[src/eatbv_pkg.sv]
// ----------------------------------------------------------------------------
// eatbv_pkg
// Types, constants and arithmetic helpers shared by the Euler-to-basis blocks.
// ----------------------------------------------------------------------------
`default_nettype none
package eatbv_pkg;

    localparam int XW          = 34;      // Q2.30 datapath width with headroom
    localparam int ANGLE_W     = 18;
    localparam int OUT_W       = 16;
    localparam int ATAN_N      = 24;
    localparam int FULL_TURN   = 92160;
    localparam int QTR_TURN    = 23040;
    localparam int DEG_TO_RAD  = 292818;  // round(pi * 2^32 / 46080)
    localparam int GAIN_INV    = 652032874;
    localparam int Q14_ONE     = 16384;

    typedef logic signed [XW-1:0] q30_t;

    // One angle in flight through the rotator
    typedef struct packed {
        q30_t       x;
        q30_t       y;
        q30_t       z;
        logic [1:0] quad;
    } lane_t;

    // Pitch, yaw, roll lanes (index 0, 1, 2)
    typedef lane_t [2:0] trio_t;

    // round(atan(2^-i) * 2^30)
    function automatic q30_t atan_q30(input int idx);
        q30_t v;
        case (idx)
            0:  v = XW'(843314857);
            1:  v = XW'(497837829);
            2:  v = XW'(263043837);
            3:  v = XW'(133525159);
            4:  v = XW'(67021687);
            5:  v = XW'(33543516);
            6:  v = XW'(16775851);
            7:  v = XW'(8388437);
            8:  v = XW'(4194283);
            9:  v = XW'(2097149);
            10: v = XW'(1048576);
            11: v = XW'(524288);
            12: v = XW'(262144);
            13: v = XW'(131072);
            14: v = XW'(65536);
            15: v = XW'(32768);
            16: v = XW'(16384);
            17: v = XW'(8192);
            18: v = XW'(4096);
            19: v = XW'(2048);
            20: v = XW'(1024);
            21: v = XW'(512);
            22: v = XW'(256);
            default: v = XW'(128);
        endcase
        return v;
    endfunction

    // Q2.30 product, rounded half up back to Q2.30
    function automatic q30_t mulq(input q30_t a, input q30_t b);
        logic signed [2*XW-1:0] p;
        logic signed [2*XW-1:0] r;
        p = a * b;
        r = (p + (2*XW)'(64'sd536870912)) >>> 30;
        return r[XW-1:0];
    endfunction

    // Q2.30 to Q1.14 with rounding and saturation to unit magnitude
    function automatic logic signed [OUT_W-1:0] to_q14(input logic signed [XW+1:0] v);
        logic signed [XW+1:0] r;
        r = (v + (XW+2)'(32768)) >>> 16;
        if (r > (XW+2)'(Q14_ONE)) begin
            r = (XW+2)'(Q14_ONE);
        end else if (r < -(XW+2)'(Q14_ONE)) begin
            r = -(XW+2)'(Q14_ONE);
        end
        return r[OUT_W-1:0];
    endfunction

endpackage
`default_nettype wire

[src/eatbv_cell.sv]
// ----------------------------------------------------------------------------
// eatbv_cell
// One CORDIC rotation step for the three angle lanes, registered.
// ----------------------------------------------------------------------------
`default_nettype none
module eatbv_cell #(
    parameter int IDX = 0
) (
    input  wire logic              aclk,
    input  wire logic              aresetn,
    input  wire logic              en,
    input  wire logic              valid_in,
    input  wire eatbv_pkg::trio_t  trio_in,
    output      logic              valid_out,
    output      eatbv_pkg::trio_t  trio_out
);
    import eatbv_pkg::*;

    logic  valid_reg;
    trio_t trio_reg;
    trio_t trio_next;

    // Rotate toward zero residual angle
    always_comb begin
        q30_t dx;
        q30_t dy;
        for (int k = 0; k < 3; k++) begin
            dx = trio_in[k].y >>> IDX;
            dy = trio_in[k].x >>> IDX;
            trio_next[k].quad = trio_in[k].quad;
            if (trio_in[k].z >= 0) begin
                trio_next[k].x = trio_in[k].x - dx;
                trio_next[k].y = trio_in[k].y + dy;
                trio_next[k].z = trio_in[k].z - atan_q30(IDX);
            end else begin
                trio_next[k].x = trio_in[k].x + dx;
                trio_next[k].y = trio_in[k].y - dy;
                trio_next[k].z = trio_in[k].z + atan_q30(IDX);
            end
        end
    end

    always_ff @(posedge aclk) begin
        if (!aresetn) begin
            valid_reg <= 1'b0;
        end else if (en) begin
            valid_reg <= valid_in;
        end
    end

    always_ff @(posedge aclk) begin
        if (en) begin
            trio_reg <= trio_next;
        end
    end

    assign valid_out = valid_reg;
    assign trio_out  = trio_reg;

endmodule
`default_nettype wire

[config.mk]
export PLATFORM = sky130hd
export DESIGN_NAME = eatbv_cell
export DESIGN_NICKNAME = d
export VERILOG_FILES = /design/src/eatbv_pkg.sv /design/src/eatbv_cell.sv
export SDC_FILE = /design/constraint.sdc
export NUM_CORES = 1
export LEC_CHECK = 0
export ABC_AREA = 1
export BUFFER_PORTS_ARGS = -buffer_cell sky130_fd_sc_hd__buf_2
export CELL_PAD_IN_SITES_DETAIL_PLACEMENT = 1
export CELL_PAD_IN_SITES_GLOBAL_PLACEMENT = 1
export CORE_UTILIZATION = 41
export CTS_CLUSTER_DIAMETER = 120
export DETAILED_ROUTE_END_ITERATION = 8
export PLACE_DENSITY = 0.91
export SYNTH_ARGS = -nofsm -noshare
export SYNTH_HDL_FRONTEND = slang
export SYNTH_SLANG_ARGS = --single-unit
[constraint.sdc]
create_clock -name aclk -period 5.83 [get_ports aclk]
set_clock_uncertainty 0.1 [all_clocks]
set_input_delay 1.749 -clock aclk [delete_from_list [all_inputs] [get_ports aclk]]
set_output_delay 1.749 -clock aclk [all_outputs]
set_load 0.02 [all_outputs]
==> flow_summary.yaml <==
status:
  outcome: "complete, no violations"
worst_setup_path:
  worstSetupStartpoint: "trio_in[243]"
  worstReg2RegStart: "valid_out"
  crit_required_ns: 6.13
  timing.critical_path.fanout_max: 17
  crit_path_end_kind: "register"
  crit_type: "input pin to register"
  worst_ep_arrival_time_ns: 5.09
  worstSetupStartpointType: "input pin"
pwr:
  leakage_power_nw: 21.1
  finalPower_mw: 10.1
  power.density_cell_area_nw_per_um2: 237
  vdd_ir_drop_max_mv: 0.200
yosys:
  mappedNetlistNets: 6303
  synth-warning-count: 0
  post_synth_instance_area_um2: 37000
  synth_top_cell_area_share: 0.251
  count_of_flip_flops_with_a_built_in_enable_after_synthesis: 309
  async_flop_share: 0
  synth_top_cells_by_area: "sky130_fd_sc_hd__edfxtp_1, sky130_fd_sc_hd__nand2_1, sky130_fd_sc_hd__ha_1"
  ys_types: 53
  dominantRegCellSynth: "sky130_fd_sc_hd__edfxtp_1"
  synth_cells: 5579
  synth_top_cell_by_area: "sky130_fd_sc_hd__edfxtp_1"
  syn-mean-instance-area_um2: 6.63
  yosysSeqAreaShare: 0.252
  synth.ff_latch_count: 310
clock_tree:
  clkSlewWorstSetupHoldPaths_ns: 0.06
  tritoncts_clock_tree: "done"
  tritoncts.num_buffers: 43
  post_cts_hold_buffer_count: 0
  htreeDepth: 2
  clock-sinks: 310
  root_buffer: "sky130_fd_sc_hd__clkbuf_16"
  cts.path.max_buffers: 3
  cts_repair_resize_count: 0
  insertion_delay_ns: 0.61
  post_cts.repair.setup_buffers: 0
floorplanning:
  ports: 629
  die_width_um: 302
  coreArea_um2: 88800
  initial_core_util: 0.416
  floorplan.die.height_um: 302
  floorplan.rows: 109
  die_area_um2: 91400
sta:
  unrepaired_setup_endpoints_after_global_routing: "false"
  finalHoldViolations: 0
  finalSetupTns_ns: 0
  final_setup_violations: 0
  fmax_mhz: 209
  max_slew_margin_vs_limit: 0.366
  final.period_utilization: 0.821
  holdWs_ns: 0.467
  final.min_clock_period_ns: 4.79
  worst-slew-pin-transition_ns: 0.951
  worst_setup_margin_ns: 1.04
  drv_slew: 0
place:
  preCtsSetupSlack_ns: 0.583
  place.detailed.instances: 7261
  globalplace.congestion: 1.03
  post_detailed_placement_cell_area_um2: 40900
  io_buffers: 628
  half_perimeter_wire_length_after_placement_um: 136000
global_route:
  gr_util_met2: 0.583
  grtUsageTotal: 0.344
  grt_util_met1: 0.413
  grt_antenna_before_repair: 24
  grt_start_max_net_pins: 106
  gr-usage-met3: 0.0572
  grt_pass1_vias: 42765
  grt.overflow.total: 0
  global_route.peak_usage_layer: "met2"
  grt_first_pass_wirelength_um: 243000
route:
  dr_total_vias: 41735
  vias_per_cell: 5.67
  drt-wirelength-per-cell_um: 22.1
  route.final.wire_length_um: 163000
  dr.pass1.iters: 6
  route.detailed.drc: 0
  first_drt_iteration_drcs: 2749
  routed_antenna_nets: 0
final_layout:
  layout_common_cells: "sky130_fd_sc_hd__nand2_1, sky130_fd_sc_hd__inv_1, sky130_fd_sc_hd__buf_2, sky130_fd_sc_hd__nor2_1, sky130_fd_sc_hd__a21oi_1"
  finish.net_count: 6865
  finalCoreUtilization: 0.477
  finish.instance_area_um2: 42400
  final-instance-count-excl-fill: 7357
  num-fill-cells: 12014
  layout_area_overhead_pct: 14.6
  layout_commonest_cell: "sky130_fd_sc_hd__nand2_1"
  drive_gt1_frac: 0.128
worst_hold_path:
  worstHoldStart: "valid_out"
  hp-class: "register to register"
flow_run:
  max_cap_violations: 0
[layout make-up]
| class | count | area, um2 | area share |
|---|---|---|---|
| antenna | 17 | 42.5 | 0.00100 |
| clock buffer | 53 | 1110 | 0.0263 |
| clock inverter | 26 | 267 | 0.00629 |
| inverter | 750 | 2820 | 0.0665 |
| multi-input combinational | 4393 | 24100 | 0.568 |
| sequential | 310 | 9300 | 0.220 |
| tap | 1165 | 1460 | 0.0344 |
| timing repair buffer | 643 | 3300 | 0.0780 |
[state kept, by name, indices dropped and copies added, names as in the netlist]
name,cells
valid_out,1
trio_out,309
[cells in the mapped netlist (3+ instances only)]
cell type / n
sky130_fd_sc_hd__or2_2: 7
sky130_fd_sc_hd__clkbuf_1: 9
sky130_fd_sc_hd__a31oi_1: 5
sky130_fd_sc_hd__xor2_1: 150
sky130_fd_sc_hd__nor3_1: 85
sky130_fd_sc_hd__inv_2: 12
sky130_fd_sc_hd__o221ai_1: 3
sky130_fd_sc_hd__nor3_2: 6
sky130_fd_sc_hd__o21a_1: 20
sky130_fd_sc_hd__xnor2_1: 30
sky130_fd_sc_hd__nand2_1: 1505
sky130_fd_sc_hd__ha_1: 396
sky130_fd_sc_hd__a21oi_1: 512
sky130_fd_sc_hd__nor4_1: 24
sky130_fd_sc_hd__nand3b_1: 14
sky130_fd_sc_hd__edfxtp_1: 309
sky130_fd_sc_hd__buf_6: 8
sky130_fd_sc_hd__a21boi_0: 12
sky130_fd_sc_hd__a21oi_2: 3
sky130_fd_sc_hd__o21ai_2: 16
sky130_fd_sc_hd__or2_1: 4
sky130_fd_sc_hd__inv_1: 738
sky130_fd_sc_hd__o21ai_0: 320
sky130_fd_sc_hd__o21bai_1: 50
sky130_fd_sc_hd__o21ai_1: 45
sky130_fd_sc_hd__nor2_1: 533
sky130_fd_sc_hd__nor2_2: 17
sky130_fd_sc_hd__o211ai_1: 15
sky130_fd_sc_hd__nor4_2: 7
sky130_fd_sc_hd__buf_4: 58
sky130_fd_sc_hd__fa_1: 12
sky130_fd_sc_hd__nand2_2: 12
sky130_fd_sc_hd__nand4_1: 55
sky130_fd_sc_hd__a21o_1: 33
sky130_fd_sc_hd__nand3_1: 481
sky130_fd_sc_hd__buf_2: 48
[metal layers]
metal  up-vias  routed length, um
li1      19560                  -
met1     20118              65600
met2      1596              76500
met3       449              11100
met4        12               9610
met5         -                 83
[critical path, cell delays in order]
cell and delay, ns:
sky130_fd_sc_hd__buf_2 0.13, sky130_fd_sc_hd__inv_1 0.15, sky130_fd_sc_hd__ha_1 0.22, sky130_fd_sc_hd__nand3_1 0.09, sky130_fd_sc_hd__nor3_1 0.15, sky130_fd_sc_hd__nand4_1 0.22
sky130_fd_sc_hd__o21ai_4 0.58, sky130_fd_sc_hd__ha_1 0.40, sky130_fd_sc_hd__a21oi_1 0.18, sky130_fd_sc_hd__nand2_1 0.13, sky130_fd_sc_hd__a21oi_1 0.30, sky130_fd_sc_hd__o21ai_1 0.22
sky130_fd_sc_hd__nand2_1 0.16, sky130_fd_sc_hd__nand2_1 0.12, sky130_fd_sc_hd__nand2_1 0.10, sky130_fd_sc_hd__nand2_1 0.06, sky130_fd_sc_hd__nand2_1 0.07, sky130_fd_sc_hd__nand2_1 0.04
[cell families (layout without fill, tap and decap cells)]
group / Yosys count / after routing / share of synthesized area
compound gates: 1044 / 1044 / 0.154
xor+xnor: 180 / 180 / 0.0426
mux: 2 / 2 / 0.000542
fa+ha+maj: 408 / 408 / 0.141
buf+inv: 876 / 1472 / 0.0984
flops: 310 / 310 / 0.252
simple gates: 2759 / 2759 / 0.313
other cells: 0 / 17 / 0
[worst paths after layout]
path                        end  slack [ns]  cells past startpoint
setup reg to reg      valid_out        5.07                      2
setup / recovery  trio_out[235]        1.04                     18
hold reg to reg       valid_out        0.47                      2
hold / removal        valid_out        0.47                      2
[power breakdown]
part	internal [mW]	switching [mW]
clock network	1.54	1.14
logic	1.25	3.06
registers	2.90	0.148
Note: power is estimated with default switching activity, not from simulation.
